<file path="config.mk">
export PLATFORM = sky130hd
export DESIGN_NAME = talk_response_indicator
export DESIGN_NICKNAME = d
export VERILOG_FILES = /design/src/rtl/trind_pkg.sv /design/src/rtl/trind_nack_phase.sv /design/src/rtl/talk_response_indicator.sv
export SDC_FILE = /design/constraint.sdc
export NUM_CORES = 1
export LEC_CHECK = 0
export CAP_MARGIN = 0
export CORE_MARGIN = 3
export CORE_UTILIZATION = 23
export DETAILED_ROUTE_END_ITERATION = 10
export DONT_BUFFER_PORTS = 1
export PLACE_DENSITY = 0.36
export SYNTH_ARGS = -nofsm -noshare
export SYNTH_HDL_FRONTEND = slang
export SYNTH_SLANG_ARGS = --single-unit
</file>
<file path="constraint.sdc">
create_clock -name clk -period 18.05 [get_ports clk]
set_input_delay 3.61 -clock clk [delete_from_list [all_inputs] [get_ports clk]]
set_output_delay 3.61 -clock clk [all_outputs]
set_load 0.005 [all_outputs]
</file>
<file path="src/rtl/trind_pkg.sv">
// ----------------------------------------------------------------------------
// Talk response indicator package
// Action and response codes, NACK blink timing and the NACK pattern function.
// ----------------------------------------------------------------------------
package trind_pkg;

	typedef enum logic [2:0] {
		ACT_NEW_UTTERANCE = 3'd0,
		ACT_SET_SESSION   = 3'd1,
		ACT_POLL_WAITING  = 3'd2,
		ACT_SET_RESPONSE  = 3'd3,
		ACT_SESSION_ERROR = 3'd4,
		ACT_LED_UPDATE    = 3'd5
	} action_t;

	localparam logic [1:0] RESP_NONE = 2'd0;
	localparam logic [1:0] RESP_ACK  = 2'd1;
	localparam logic [1:0] RESP_NACK = 2'd2;

	localparam logic [0:0] REG_RESPONSE_TIMEOUT = 1'd0;
	localparam logic [0:0] REG_ACK_HOLD         = 1'd1;

	localparam logic [31:0] RESPONSE_TIMEOUT_RESET = 32'd75000;
	localparam logic [15:0] ACK_HOLD_RESET         = 16'd2000;

	// 2400 ms cycle = 75 * 32; the low five bits of time pass straight through
	localparam int unsigned NACK_LOW_BITS  = 5;
	localparam logic [26:0] NACK_CYCLE_UNITS = 27'd75;
	// ceil(2^33 / 75): exact quotient for every 27-bit dividend
	localparam logic [26:0] NACK_RECIP       = 27'd114532462;
	localparam int unsigned NACK_RECIP_SHIFT = 33;

	localparam logic [11:0] NACK_FAST_SPAN_MS = 12'd800;

	// LED level for a phase within the 2400 ms NACK cycle
	function automatic logic nack_led(input logic [11:0] phase);
		logic fast_band;
		logic slow_band;
		fast_band = (phase >= 12'd100) ^ (phase >= 12'd200) ^ (phase >= 12'd300) ^
			(phase >= 12'd400) ^ (phase >= 12'd500) ^ (phase >= 12'd600) ^
			(phase >= 12'd700);
		slow_band = (phase >= 12'd1200) ^ (phase >= 12'd1600) ^ (phase >= 12'd2000);
		if (phase < NACK_FAST_SPAN_MS) begin
			nack_led = ~fast_band;
		end else begin
			nack_led = ~slow_band;
		end
	endfunction

endpackage

</file>
<file path="src/rtl/trind_nack_phase.sv">
// ----------------------------------------------------------------------------
// NACK blink phase
// Two-stage now_ms mod 2400 by reciprocal multiply; yields the NACK LED level.
// ----------------------------------------------------------------------------
module trind_nack_phase (
	input  logic        clk,
	input  logic        en,
	input  logic [31:0] now_ms,
	output logic        nack_led
);

	localparam int unsigned XW = 32 - trind_pkg::NACK_LOW_BITS;

	logic [XW-1:0]   x;
	logic [2*XW-1:0] prod;
	logic [20:0]     quot_s2;
	logic [XW-1:0]   x_s2;
	logic [trind_pkg::NACK_LOW_BITS-1:0] low_s2;
	logic [XW-1:0]   rem_full;
	logic [11:0]     phase;
	logic            nack_s3;

	assign x    = now_ms[31:trind_pkg::NACK_LOW_BITS];
	assign prod = (2*XW)'(x) * (2*XW)'(trind_pkg::NACK_RECIP);

	always_ff @(posedge clk) begin
		if (en) begin
			quot_s2 <= prod[trind_pkg::NACK_RECIP_SHIFT +: 21];
			x_s2    <= x;
			low_s2  <= now_ms[trind_pkg::NACK_LOW_BITS-1:0];
		end
	end

	// remainder < 75, so seven bits; phase = rem * 32 + low
	assign rem_full = x_s2 - XW'(XW'(quot_s2) * trind_pkg::NACK_CYCLE_UNITS);
	assign phase    = {rem_full[6:0], low_s2};

	always_ff @(posedge clk) begin
		if (en) begin
			nack_s3 <= trind_pkg::nack_led(phase);
		end
	end

	assign nack_led = nack_s3;

endmodule

</file>
<file path="src/rtl/talk_response_indicator.sv">
// ----------------------------------------------------------------------------
// Talk response indicator
// Push-to-talk session tracker with response wait timer and LED driver.
// ----------------------------------------------------------------------------
//
// Channel  Dir  Width  Contents
// s_*      in   104+3  tdata: now_ms, new_session, response_code; tuser: action
// m_*      out  72     tdata: led_on, waiting, current_session
// cfg_*    in   1+32   register index, write data (write enable cfg_we)
//
// One word enters per cycle while s_tready is high; its result word is offered on
// m_* once it has passed the input register, two stages of the now_ms mod 2400
// reciprocal multiply, then the session state update that loads the result register.
// The whole pipeline advances together; s_tready drops only while a result
// sits in the output register with m_tready low.
// arst_n clears the pipeline valids, session state and registers to reset.
//
module talk_response_indicator (
	input  logic         clk,
	input  logic         arst_n,
	// config write port
	input  logic         cfg_we,
	input  logic [0:0]   cfg_index,
	input  logic [31:0]  cfg_wdata,
	// input words
	input  logic         s_tvalid,
	output logic         s_tready,
	input  logic [103:0] s_tdata,  // [31:0] now_ms, [95:32] new_session, [97:96] response_code
	input  logic [2:0]   s_tuser,  // [2:0] action
	// result words
	output logic         m_tvalid,
	input  logic         m_tready,
	output logic [71:0]  m_tdata   // [0] led_on, [1] waiting, [65:2] current_session
);

	// config registers
	logic [31:0] timeout_q;
	logic [15:0] ack_hold_q;

	// pipeline
	logic        adv;
	logic        valid_s1, valid_s2, valid_s3;
	logic [2:0]  act_s1, act_s2, act_s3;
	logic [31:0] now_s1, now_s2, now_s3;
	logic [63:0] sess_in_s1, sess_in_s2, sess_in_s3;
	logic [1:0]  code_s1, code_s2, code_s3;
	logic        nack_led;

	// session state; led/session/waiting also form the result word
	logic [63:0] session_q;
	logic [1:0]  response_q;
	logic [31:0] wait_start_q;
	logic [31:0] deadline_q;
	logic        led_q;
	logic        waiting_q;
	logic        out_valid_q;

	logic [63:0] session_d;
	logic [1:0]  response_d;
	logic [31:0] wait_start_d;
	logic [31:0] deadline_d;
	logic        led_d;
	logic        waiting_d;
	logic [31:0] elapsed;
	logic [31:0] ack_left;

	// everything moves unless a result is stuck at the output
	assign adv      = !out_valid_q || m_tready;
	assign s_tready = adv;

	always_ff @(posedge clk or negedge arst_n) begin
		if (!arst_n) begin
			timeout_q  <= trind_pkg::RESPONSE_TIMEOUT_RESET;
			ack_hold_q <= trind_pkg::ACK_HOLD_RESET;
		end else if (cfg_we) begin
			case (cfg_index)
				trind_pkg::REG_RESPONSE_TIMEOUT: timeout_q  <= cfg_wdata;
				trind_pkg::REG_ACK_HOLD:         ack_hold_q <= cfg_wdata[15:0];
				default: ;
			endcase
		end
	end

	always_ff @(posedge clk or negedge arst_n) begin
		if (!arst_n) begin
			valid_s1    <= 1'b0;
			valid_s2    <= 1'b0;
			valid_s3    <= 1'b0;
			out_valid_q <= 1'b0;
		end else if (adv) begin
			valid_s1    <= s_tvalid;
			valid_s2    <= valid_s1;
			valid_s3    <= valid_s2;
			out_valid_q <= valid_s3;
		end
	end

	// payload carried alongside the phase pipeline
	always_ff @(posedge clk) begin
		if (adv) begin
			act_s1     <= s_tuser;
			now_s1     <= s_tdata[31:0];
			sess_in_s1 <= s_tdata[95:32];
			code_s1    <= s_tdata[97:96];
			act_s2     <= act_s1;
			now_s2     <= now_s1;
			sess_in_s2 <= sess_in_s1;
			code_s2    <= code_s1;
			act_s3     <= act_s2;
			now_s3     <= now_s2;
			sess_in_s3 <= sess_in_s2;
			code_s3    <= code_s2;
		end
	end

	// NACK level for now_s1, ready alongside stage 3
	trind_nack_phase u_phase (
		.clk      (clk),
		.en       (adv),
		.now_ms   (now_s1),
		.nack_led (nack_led)
	);

	assign elapsed  = now_s3 - wait_start_q;
	assign ack_left = deadline_q - now_s3;

	always_comb begin
		session_d    = session_q;
		response_d   = response_q;
		wait_start_d = wait_start_q;
		deadline_d   = deadline_q;
		led_d        = led_q;
		waiting_d    = 1'b0;
		case (trind_pkg::action_t'(act_s3))
			trind_pkg::ACT_NEW_UTTERANCE: begin
				session_d    = '0;
				response_d   = trind_pkg::RESP_NONE;
				wait_start_d = '0;
				deadline_d   = '0;
				led_d        = 1'b0;
			end
			trind_pkg::ACT_SET_SESSION: begin
				session_d    = sess_in_s3;
				response_d   = trind_pkg::RESP_NONE;
				wait_start_d = '0;
			end
			trind_pkg::ACT_POLL_WAITING: begin
				if (session_q == '0 || response_q != trind_pkg::RESP_NONE) begin
					waiting_d = 1'b0;
				end else if (wait_start_q == '0) begin
					// zero start means "not started", so time zero starts at one
					wait_start_d = (now_s3 == '0) ? 32'd1 : now_s3;
					waiting_d    = 1'b1;
				end else if (elapsed >= timeout_q) begin
					session_d    = '0;
					response_d   = trind_pkg::RESP_NONE;
					wait_start_d = '0;
					led_d        = 1'b0;
				end else begin
					waiting_d = 1'b1;
				end
			end
			trind_pkg::ACT_SET_RESPONSE: begin
				response_d   = code_s3;
				wait_start_d = '0;
				if (code_s3 == trind_pkg::RESP_ACK) begin
					deadline_d = now_s3 + 32'(ack_hold_q);
					led_d      = 1'b1;
				end else if (code_s3 == trind_pkg::RESP_NACK) begin
					deadline_d = '0;
				end else begin
					deadline_d = '0;
					led_d      = 1'b0;
				end
			end
			trind_pkg::ACT_SESSION_ERROR: begin
				// deadline kept; unreachable once the response is cleared
				session_d    = '0;
				response_d   = trind_pkg::RESP_NONE;
				wait_start_d = '0;
				led_d        = 1'b0;
			end
			trind_pkg::ACT_LED_UPDATE: begin
				if (response_q == trind_pkg::RESP_ACK) begin
					// still lit while the deadline lies strictly ahead
					if (ack_left != '0 && !ack_left[31]) begin
						led_d = 1'b1;
					end else begin
						session_d    = '0;
						response_d   = trind_pkg::RESP_NONE;
						wait_start_d = '0;
						deadline_d   = '0;
						led_d        = 1'b0;
					end
				end else if (response_q == trind_pkg::RESP_NACK) begin
					led_d = nack_led;
				end else begin
					led_d = 1'b0;
				end
			end
			default: ;  // unused actions leave state alone but clear waiting
		endcase
	end

	always_ff @(posedge clk or negedge arst_n) begin
		if (!arst_n) begin
			session_q    <= '0;
			response_q   <= trind_pkg::RESP_NONE;
			wait_start_q <= '0;
			deadline_q   <= '0;
			led_q        <= 1'b0;
			waiting_q    <= 1'b0;
		end else if (adv && valid_s3) begin
			session_q    <= session_d;
			response_q   <= response_d;
			wait_start_q <= wait_start_d;
			deadline_q   <= deadline_d;
			led_q        <= led_d;
			waiting_q    <= waiting_d;
		end
	end

	assign m_tvalid = out_valid_q;
	assign m_tdata  = {6'b0, session_q, waiting_q, led_q};

endmodule

</file>
==> impl_metrics.toml, run 1 <==
[floorplanning]
dieArea_um2 = 144700
rows = 136
core_area_um2 = 138300
io_pins = 219
die_x_um = 380.4
start_util_pct = 23.31
die_y_um = 380.4

[drt]
drt-vias-per-instance = 4.365
wl_per_cell_um = 19.91
drtIter0Drc = 1195
vias = 20570
detail-route-antenna-nets = 0
wirelength_um = 93820
dr.pass1.iters = 6
drcViolationCount = 0

[synthesis]
ys_ff_latch = 495
synthCells = 2751
synth_edf_count = 311
synth_ff_type = "edfxtp_1"
synth_area_um2 = 32250
synthArstFlopShare_pct = 37.17
avgSynthCellArea_um2 = 11.72
ys_seq_area_share_pct = 43.29
synth_cell_types = 83
yosysWarnings = 0

[worst_setup_path]
critPathBufInv = 1
required_ns = 14.44
path_class = "in2out"
worstSetupStartpointType = "primary input"
max_stage_delay_ns = 0.63
reg2reg_from = "now_s1[15]"
crit_path_end_kind = "output port"
worst-r2r-cell-count = 23
path_cells = "nand2b_4 > buf_4"
cp_max_fo = 61
r2r_slack_ns = 10.37
worstPathArrival_ns = 4.34
timing.rr.end = "u_phase.quot_s2[6]"
cpMaxStageDelayCell = "buf_4"
path_delay_family = "buffers and inverters"

[cells_and_area]
drive_gt1_share_pct = 7.741
syn_to_final_growth_pct = 14.32
finalNonFillerCells = 4712
nets = 3491
stdcell_area_um2 = 36870

[timing]
tightestPinTransition_ns = 1.238
setup_viol = 0
grt_setup_unrepaired = "false"
tns_ns = 0
slew_viol_final = 0
fin_skew_ns = 0.03396
clock.fmax_mhz = 125.8
min_period_ns = 7.950
period_share_pct = 44.04
report.final.hold_viol_count = 0
relSlewSlack_pct = 16.69

[worst_hold_path]
whs_endpoint = "code_s2[0]"
worstHoldStart = "code_s1[0]"
hold_class = "reg2reg"
whs_path_depth = 0

[flow_run]
drv_cap = 0

[clock_network]
post_cts_resized = 0
cts.reportedPaths.clkPinSlew_ns = 0.05
htreeDepth = 3
hold_buffers = 0
postCtsSetupRepairBufs = 0
clock_latency_ns = 0.65
cts_buffers = 68
cts.sinks = 495
cts_buffer_depth = 3
cts-root-buf = "clkbuf_16"
cts_tree = "done"

[placed_design]
place_inst = 4579
placed_cell_area_um2 = 34540
gp_congestion = 0.7943
dp_hpwl_um = 69640
port_buffers = 0

[grt]
use_met2_pct = 22.30
grt_max_degree = 185
antenna_found_initial = 18
grtUsageTotal_pct = 13.02
first_global_vias = 22040
grt_overflow = 0
use_met1_pct = 16.55
grtUsageMet3_pct = 2.295
grt_pass1_wl_um = 142800
busiest_layer = "met2"

[run_status]
outcome = "finished, final reports clean"
-- Yosys cell counts, drive strengths merged, types with 11 or more instances --
cell type  count  area share [%]
dfstp         14             1.1
buf           18            0.41
a22o          35            0.95
xnor2         79             2.1
nand2        151             1.8
and3          14            0.27
mux2          52             1.9
nor2          86             1.0
clkbuf        55            0.66
o21ai        159             2.5
nand3         26            0.40
nand2b        20            0.39
a21o          47             1.1
o21bai        11            0.27
o21a          16            0.37
inv          450             5.2
nor2b         21            0.41
and2          11            0.21
nand4         25            0.48
ha           327              13
nor3          23            0.36
nor4          41            0.84
a211oi        12            0.32
dfrtp        170              13
edfxtp       311              29
xor2          36            0.98
a21oi        107             1.7
a22oi         66             1.5
fa           233              14
-- per-stage QoR --
stage | hold WS (ns) | worst slack (ns) | utilization [%]
after floorplan | 0.4003 | 2.158 | -
after global placement | 0.4008 | 10.05 | 24.97
after detailed placement | 0.4045 | 10.04 | 24.97
after CTS | 0.4117 | 10.05 | 26.64
after global routing | 0.4187 | 9.889 | 26.64
final | 0.4143 | 10.10 | 26.65
-- metal layers --
metal,vias up,routed length (um),share of wire [%]
li1,9652,-,-
met1,10430,41280,44
met2,352,46320,49
met3,134,3610,3.8
met4,4,2572,2.7
met5,-,27,0.029
-- cell type report --
class	instances	area, um^2
tap	1863	2331
fill	14390	101500
timing repair buffer	33	260.3
inverter	450	1689
multi-input combinational	1738	16300
sequential	495	13960
clock inverter	34	445.4
clock buffer	92	1864
antenna	7	17.52
-- cells in the final DEF (no fill, tap or decap), types with 66 or more instances in the layout --
cell type / count
inv_1: 449
ha_1: 327
edfxtp_1: 311
fa_1: 233
dfrtp_1: 170
o21ai_0: 151
nand2_1: 151
a21oi_1: 106
nor2_1: 86
xnor2_1: 79
clkbuf_16: 70
a22oi_1: 66
-- worst max-delay path by stage --
stage	from	end	slack, ns	cells after the start
global placement	m_tready	s_tready	10.05	2
floorplan	m_tready	s_tready	2.16	2
global route	now_s1[15]	u_phase.quot_s2[6]	9.89	23
CTS	m_tready	s_tready	10.05	2
detailed placement	m_tready	s_tready	10.04	2
finish	m_tready	s_tready	10.10	2
-- state kept, by name, summed over array words and instances, names as in the netlist, 7 cells and up --
register and cells:
u_phase.quot_s2 7, sess_in_s2 64, session_q 64, wait_start_q 32
sess_in_s1 64, now_s2 32, now_s1 32, now_s3 32
deadline_q 32, sess_in_s3 64, ack_hold_q 16, timeout_q 32
-- logic make-up (layout without fill, tap and decap cells) --
kind of cell / count (synthesis) / in the layout / share of synthesized area, %
other: 1 / 13 / 0.01163
adder cells (fa/ha/maj): 560 / 560 / 27.15
flip-flops: 495 / 495 / 43.29
XOR/XNOR: 115 / 115 / 3.123
AO/OA/AOI/OAI: 541 / 541 / 10.97
AND/OR/NAND/NOR: 458 / 458 / 7.050
buffers and inverters: 523 / 609 / 6.313
multiplexers: 58 / 58 / 2.087
Power of run 1 is left out: the tool's default activity adds up to more than one toggle a clock period on the data nets, which glitch-free logic cannot reach.
==> run 2, diff against run 1 <==
ABC_AREA = 1   (was default)
clock period = 8.17 ns   (was 18.05 ns; I/O delays follow)
==> run 2 against run 1 <==
Against the previous run:
- first-iteration DRC count down 3.3%
- register-to-register slack lost 8.9 ns
- critical path depth rose by 19
- worst setup slack lost 8.6 ns
- synthesized area increased by 6.7%
- non-clock buffer count grew 6
- synthesized cell count up 33%
- clock-buffer cell count shrank 12
- sequential share of layout area is 2.0 points lower
- utilization shrank 0.39 points
- die area rose by 6.6%
- critical path type is now reg2reg
- critical endpoint is now u_phase.quot_s2[5]
==> impl_metrics.toml, run 2 <==
[floorplanning]
core_area_um2 = 148200
die_y_um = 392.7
start_util_pct = 23.21
io_pins = 219
die_x_um = 392.7
rows = 141
dieArea_um2 = 154200

[worst_setup_path]
worstPathArrival_ns = 7.09
path_cells = "fa_1 > fa_1 > inv_1 > fa_1 > fa_1 > inv_1 > fa_1 > fa_1 > inv_1 > fa_1 > inv_1 > ha_1 > nand2_1 > nor2_1 > inv_1 > nor3_1 > o31ai_1 > nand4_1 > nand4_1 > nand3_1 > xor2_1"
path_common_cell = "fa_1"
worst-r2r-cell-count = 21
cpMaxStageDelayCell = "edfxtp_1"
max_stage_delay_ns = 0.97
critPathBufInv = 5
crit_path_end_kind = "flop"
required_ns = 8.55
cp_max_fo = 10
worstSetupStartpointType = "flop"
r2r_slack_ns = 1.47
timing.rr.end = "u_phase.quot_s2[5]"
reg2reg_from = "now_s1[22]"
path_class = "reg2reg"
path_delay_family = "adder cells"

[timing]
grt_setup_unrepaired = "false"
slew_viol_final = 0
period_share_pct = 82.05
tns_ns = 0
report.final.hold_viol_count = 0
fin_skew_ns = 0.04374
setup_viol = 0
min_period_ns = 6.703
tightestPinTransition_ns = 1.344
relSlewSlack_pct = 10.41
clock.fmax_mhz = 149.2

[worst_hold_path]
whs_path_depth = 0
hold_class = "reg2reg"
worstHoldStart = "now_s2[28]"
whs_endpoint = "now_s3[28]"

[synthesis]
synth_edf_count = 311
yosysTopAreaCellShare_pct = 27.15
synth_cell_types = 47
synthTopCellsByArea = "edfxtp_1 (27%), fa_1 (14%), dfrtp_1 (12%), ha_1 (12%), nand2_1 (8.3%)"
yosysWarnings = 0
synthCells = 3667
avgSynthCellArea_um2 = 9.381
yosys.area.top_type = "edfxtp_1"
synthArstFlopShare_pct = 37.17
yosysMostFrequentCell = "nand2_1"
synth_area_um2 = 34400
ys_ff_latch = 495
synthTopCellsByCount = "nand2_1 (759), inv_1 (738), ha_1 (327)"
synth_ff_type = "edfxtp_1"
ys_seq_area_share_pct = 40.58

[drt]
drtIter0Drc = 1155
drt-vias-per-instance = 4.227
dr.pass1.iters = 6
drcViolationCount = 0
wl_per_cell_um = 18.61
detail-route-antenna-nets = 0
wirelength_um = 105800
vias = 24020

[grt]
grt_max_degree = 185
grtUsageTotal_pct = 13.81
grt_pass1_wl_um = 161200
first_global_vias = 25550
grt_overflow = 0
antenna_found_initial = 11

[placed_design]
gp_congestion = 0.8521
dp_hpwl_um = 81210
place_inst = 5564
port_buffers = 0
placed_cell_area_um2 = 36760

[cells_and_area]
final_common_cell = "nand2_1"
layout_common_cells = "nand2_1 (758), inv_1 (737), ha_1 (327)"
finalNonFillerCells = 5683
syn_to_final_growth_pct = 13.10
register_area_um2 = 13960
nets = 4402
fill_cells = 16000
multi_input_area_um2 = 17300
stdcell_area_um2 = 38910
drive_gt1_share_pct = 4.801

[clock_network]
postCtsSetupRepairBufs = 0
htreeDepth = 2
cts_buffer_depth = 3
clock_latency_ns = 0.66
cts-root-buf = "clkbuf_16"
hold_buffers = 0
cts.reportedPaths.clkPinSlew_ns = 0.06
cts_buffers = 61
cts.sinks = 495
cts_tree = "done"
post_cts_resized = 0

[flow_run]
drv_cap = 0

[run_status]
outcome = "finished, final reports clean"
==> run 2: cell types whose count changed after synthesis, moves of 35 or more <==
| cell | previous run | this run |
|---|---|---|
| nor2_1 | 86 | 273 |
| mux2_2 | 48 | 0 |
| a21o_1 | 47 | 7 |
| a22oi_1 | 66 | 0 |
| a22o_1 | 35 | 0 |
| nand4_1 | 25 | 145 |
| inv_1 | 449 | 738 |
| nand3_1 | 26 | 105 |
| nand2_1 | 151 | 759 |
| o21ai_0 | 151 | 98 |
| a21oi_1 | 106 | 159 |
==> run 2: per-stage QoR <==
stage                     utilization (%)  hold slack, ns  setup slack (ns)
after floorplan                         -          0.4003             1.064
after global placement              24.80          0.4002             1.469
after detailed placement            24.80          0.4045             1.456
after CTS                           26.25          0.3576             1.388
after global routing                26.25          0.3733            0.9169
final                               26.26          0.3716             1.467
==> run 2: worst max-delay path by stage <==
| stage | start | to | cells past startpoint |
|---|---|---|---|
| finish | now_s1[22] | u_phase.quot_s2[5] | 21 |
| global route | now_s3[2] | session_q[41] | 26 |
| CTS | now_s1[22] | u_phase.quot_s2[5] | 21 |
| detailed placement | now_s1[22] | u_phase.quot_s2[5] | 21 |
| floorplan | m_tready | act_s1[0] | 2 |
| global placement | now_s1[22] | u_phase.quot_s2[5] | 21 |
==> run 2: layout make-up <==
type | count | share of cell area [%]
Antenna cell | 4 | 0.02573
Timing Repair Buffer | 39 | 0.7525
Sequential cell | 495 | 35.88
Multi-Input combinational cell | 2357 | 44.45
Clock buffer | 80 | 4.364
Clock inverter | 35 | 1.142
Inverter | 743 | 7.178
Tap cell | 1930 | 6.206
==> run 2: cell families after synthesis <==
kind of cell	count (synthesis)	synth area share (%)
other	1	0.01090
adders and majority gates	560	25.45
xor gates and xnor gates	105	2.673
buffers and inverters	820	9.311
DFF	495	40.58
AOI/OAI and AO/OA	316	5.008
and+or+nand+nor	1370	16.96
==> run 2: per-layer routing <==
layer | vias to the layer above | share of wire [%] | global-route usage, % | wire (um)
li1 | 11890 | - | - | -
met4 | 4 | 1.7 | 2.843 | 1818
met2 | 256 | 49 | 23.98 | 52290
met3 | 103 | 2.5 | 1.478 | 2603
met1 | 11770 | 46 | 18.52 | 49010
met5 | - | 0.029 | 0 | 31
Power of run 2 is left out for the same reason.
==> run 3, diff against run 2 <==
PLACE_DENSITY = 0.37   (was 0.36)
clock period = 5.7 ns   (was 8.17 ns; I/O delays follow)
==> run 3 against run 2 <==
Against the previous run:
- the flow now finishes with violations (setup timing)
- routed wire length hardly changed
- sequential share of layout area is 1.8 points lower
- non-clock buffer count is 152 higher
- worst setup slack worse by 1.7 ns
- design area is 5.1% higher
- hold slack worse by 0.18 ns
- die area stayed put
- utilization is 1.3 points higher
- highest routed layer unchanged
- flip-flop and latch count stayed put
- global-route usage hardly changed
- first-iteration DRC count is 2.4% lower
==> impl_metrics.toml, run 3 (synthesized netlist as in run 2, its figures left out) <==
[worst_setup_path]
path_class = "reg2reg"
worstPathArrival_ns = 6.29
worst-r2r-cell-count = 21
path_common_cell = "fa_1"
path_cells = "inv_2 > buf_6 > fa_2 > fa_1 > inv_1 > fa_1 > fa_2 > fa_2 > fa_1 > inv_1 > fa_1 > inv_2 > ha_4 > a21o_1 > a31oi_1 > nand2_1 > a211oi_2 > nand2_2 > nand4_1 > nand2_2 > xor2_1"
worstSetupStartpointType = "flop"
critPathBufInv = 5
cp-startpoint = "now_s1[15]"
crit_path_end_kind = "flop"
required_ns = 6.07
path_delay_family = "adder cells"
cp_num_cells = 21
reg2reg_from = "now_s1[15]"
cp_max_fo = 4
max_stage_delay_ns = 0.58
cpMaxStageDelayCell = "fa_2"

[timing]
setup_viol = 7
fin_ws_ns = -0.2263
report.final.hold_viol_count = 0
min_period_ns = 5.926
clock.fmax_mhz = 168.7
relSlewSlack_pct = 14.70
period_share_pct = 104.0
slew_viol_final = 0
tightestPinTransition_ns = 1.279
grt_setup_unrepaired = "true"
fin_skew_ns = 0.05235

[floorplanning]
die_x_um = 392.7
core_area_um2 = 148200
die_y_um = 392.7
rows = 141
start_util_pct = 23.21
dieArea_um2 = 154200
io_pins = 219

[drt]
drt-vias-per-instance = 4.187
drtIter0Drc = 1127
wl_per_cell_um = 18.06
dr.pass1.iters = 5
wirelength_um = 105700
vias = 24510
detail-route-antenna-nets = 0
drcViolationCount = 0

[placed_design]
placed_cell_area_um2 = 37870
port_buffers = 0
dp_hpwl_um = 82810
gp_congestion = 0.8793

[run_status]
outcome = "finished, violations left"
violations = "setup timing"

[flow_run]
drv_cap = 0

[cells_and_area]
final_common_cell = "nand2_1"
nets = 4561
layout_common_cells = "nand2_1 (747), inv_1 (713), ha_1 (314)"
syn_to_final_growth_pct = 18.91
fill_cells = 15890
drive_gt1_share_pct = 10.74
stdcell_area_um2 = 40910

[grt]
grt_pass1_wl_um = 160200
antenna_found_initial = 28
grt_max_degree = 185
grtUsageTotal_pct = 13.86
grt_overflow = 0
first_global_vias = 25590

[clock_network]
cts_buffer_depth = 3
cts.reportedPaths.clkPinSlew_ns = 0.06
clock_latency_ns = 0.67
cts_buffers = 68
cts-root-buf = "clkbuf_16"
htreeDepth = 3
hold_buffers = 0
cts.sinks = 495
cts_tree = "done"

[worst_hold_path]
hold_class = "in2async"
run 3: cell count changes in the layout (fill, tap and decap cells not counted), sizes merged:
cell | before | now
buf | 39 | 191
bufinv | 7 | 8
clkbuf | 80 | 94
clkinv | 23 | 16
diode | 4 | 11
inv | 744 | 746
run 3: metrics by stage:
stage / util [%] / std cells / hold WS [ns] / TNS, ns / setup slack [ns]
2_1_floorplan: - / 3672 / 0.4003 / -211.41 / -0.6780
3_3_place_gp: 25.55 / 5689 / 0.4007 / -2.873 / -0.4967
3_5_place_dp: 25.55 / 5689 / 0.4045 / -2.610 / -0.4417
4_1_cts: 27.46 / 5833 / 0.1087 / -1.618 / -0.2684
5_1_grt: 27.60 / 5848 / 0.1425 / -2.553 / -0.4404
6_report: 27.60 / 5852 / 0.1921 / -1.027 / -0.2263
run 3: layer usage:
layer	part of all wire, %	track usage [%]	routed length, um	up-vias
met5	0.046	0	49	-
met4	2.5	4.418	2607	10
met3	3.3	2.135	3468	137
met2	49	23.59	51820	339
met1	45	17.95	47750	11790
li1	-	-	-	12230
run 3: final timing paths:
check	end	slack, ns
setup / recovery	u_phase.quot_s2[6]	-0.23
hold / removal	session_q[8]	0.19
setup reg to reg	u_phase.quot_s2[6]	-0.23
hold reg to reg	sess_in_s2[25]	0.41
max in group asynchronous	wait_start_q[24]	4.84
min in group clk	sess_in_s2[25]	0.41
run 3: worst register-to-register path, stage by stage, from the launching register on:
cell      delay, ns
edfxtp_1       0.48
inv_2          0.17
buf_6          0.11
fa_2           0.43
fa_1           0.55
inv_1          0.05
fa_1           0.45
fa_2           0.58
fa_2           0.45
fa_1           0.49
inv_1          0.05
fa_1           0.49
inv_2          0.05
ha_4           0.24
a21o_1         0.17
a31oi_1        0.14
nand2_1        0.10
a211oi_2       0.24
nand2_2        0.12
nand4_1        0.10
nand2_2        0.07
xor2_1         0.14
run 3: repair_timing:
| action | in CTS | in global routing |
|---|---|---|
| resized for setup | 63 | 32 |
| pin swaps | 61 | 34 |
| setup buffers | 19 | 8 |
| setup endpoints to repair | 7 | 106 |
run 3: area by class of cell:
class                           instances  area (um^2)  share of cell area [%]
Multi-Input combinational cell       2357        17700                   43.28
Sequential cell                       495        13960                   34.13
Clock inverter                         31        496.7                   1.214
Inverter                              743         2801                   6.849
Clock buffer                           94         1901                   4.646
Tap cell                             1930         2415                   5.903
Antenna cell                           11        27.53                 0.06729
Timing Repair Buffer                  191         1600                   3.912
Power of run 3 is left out for the same reason.
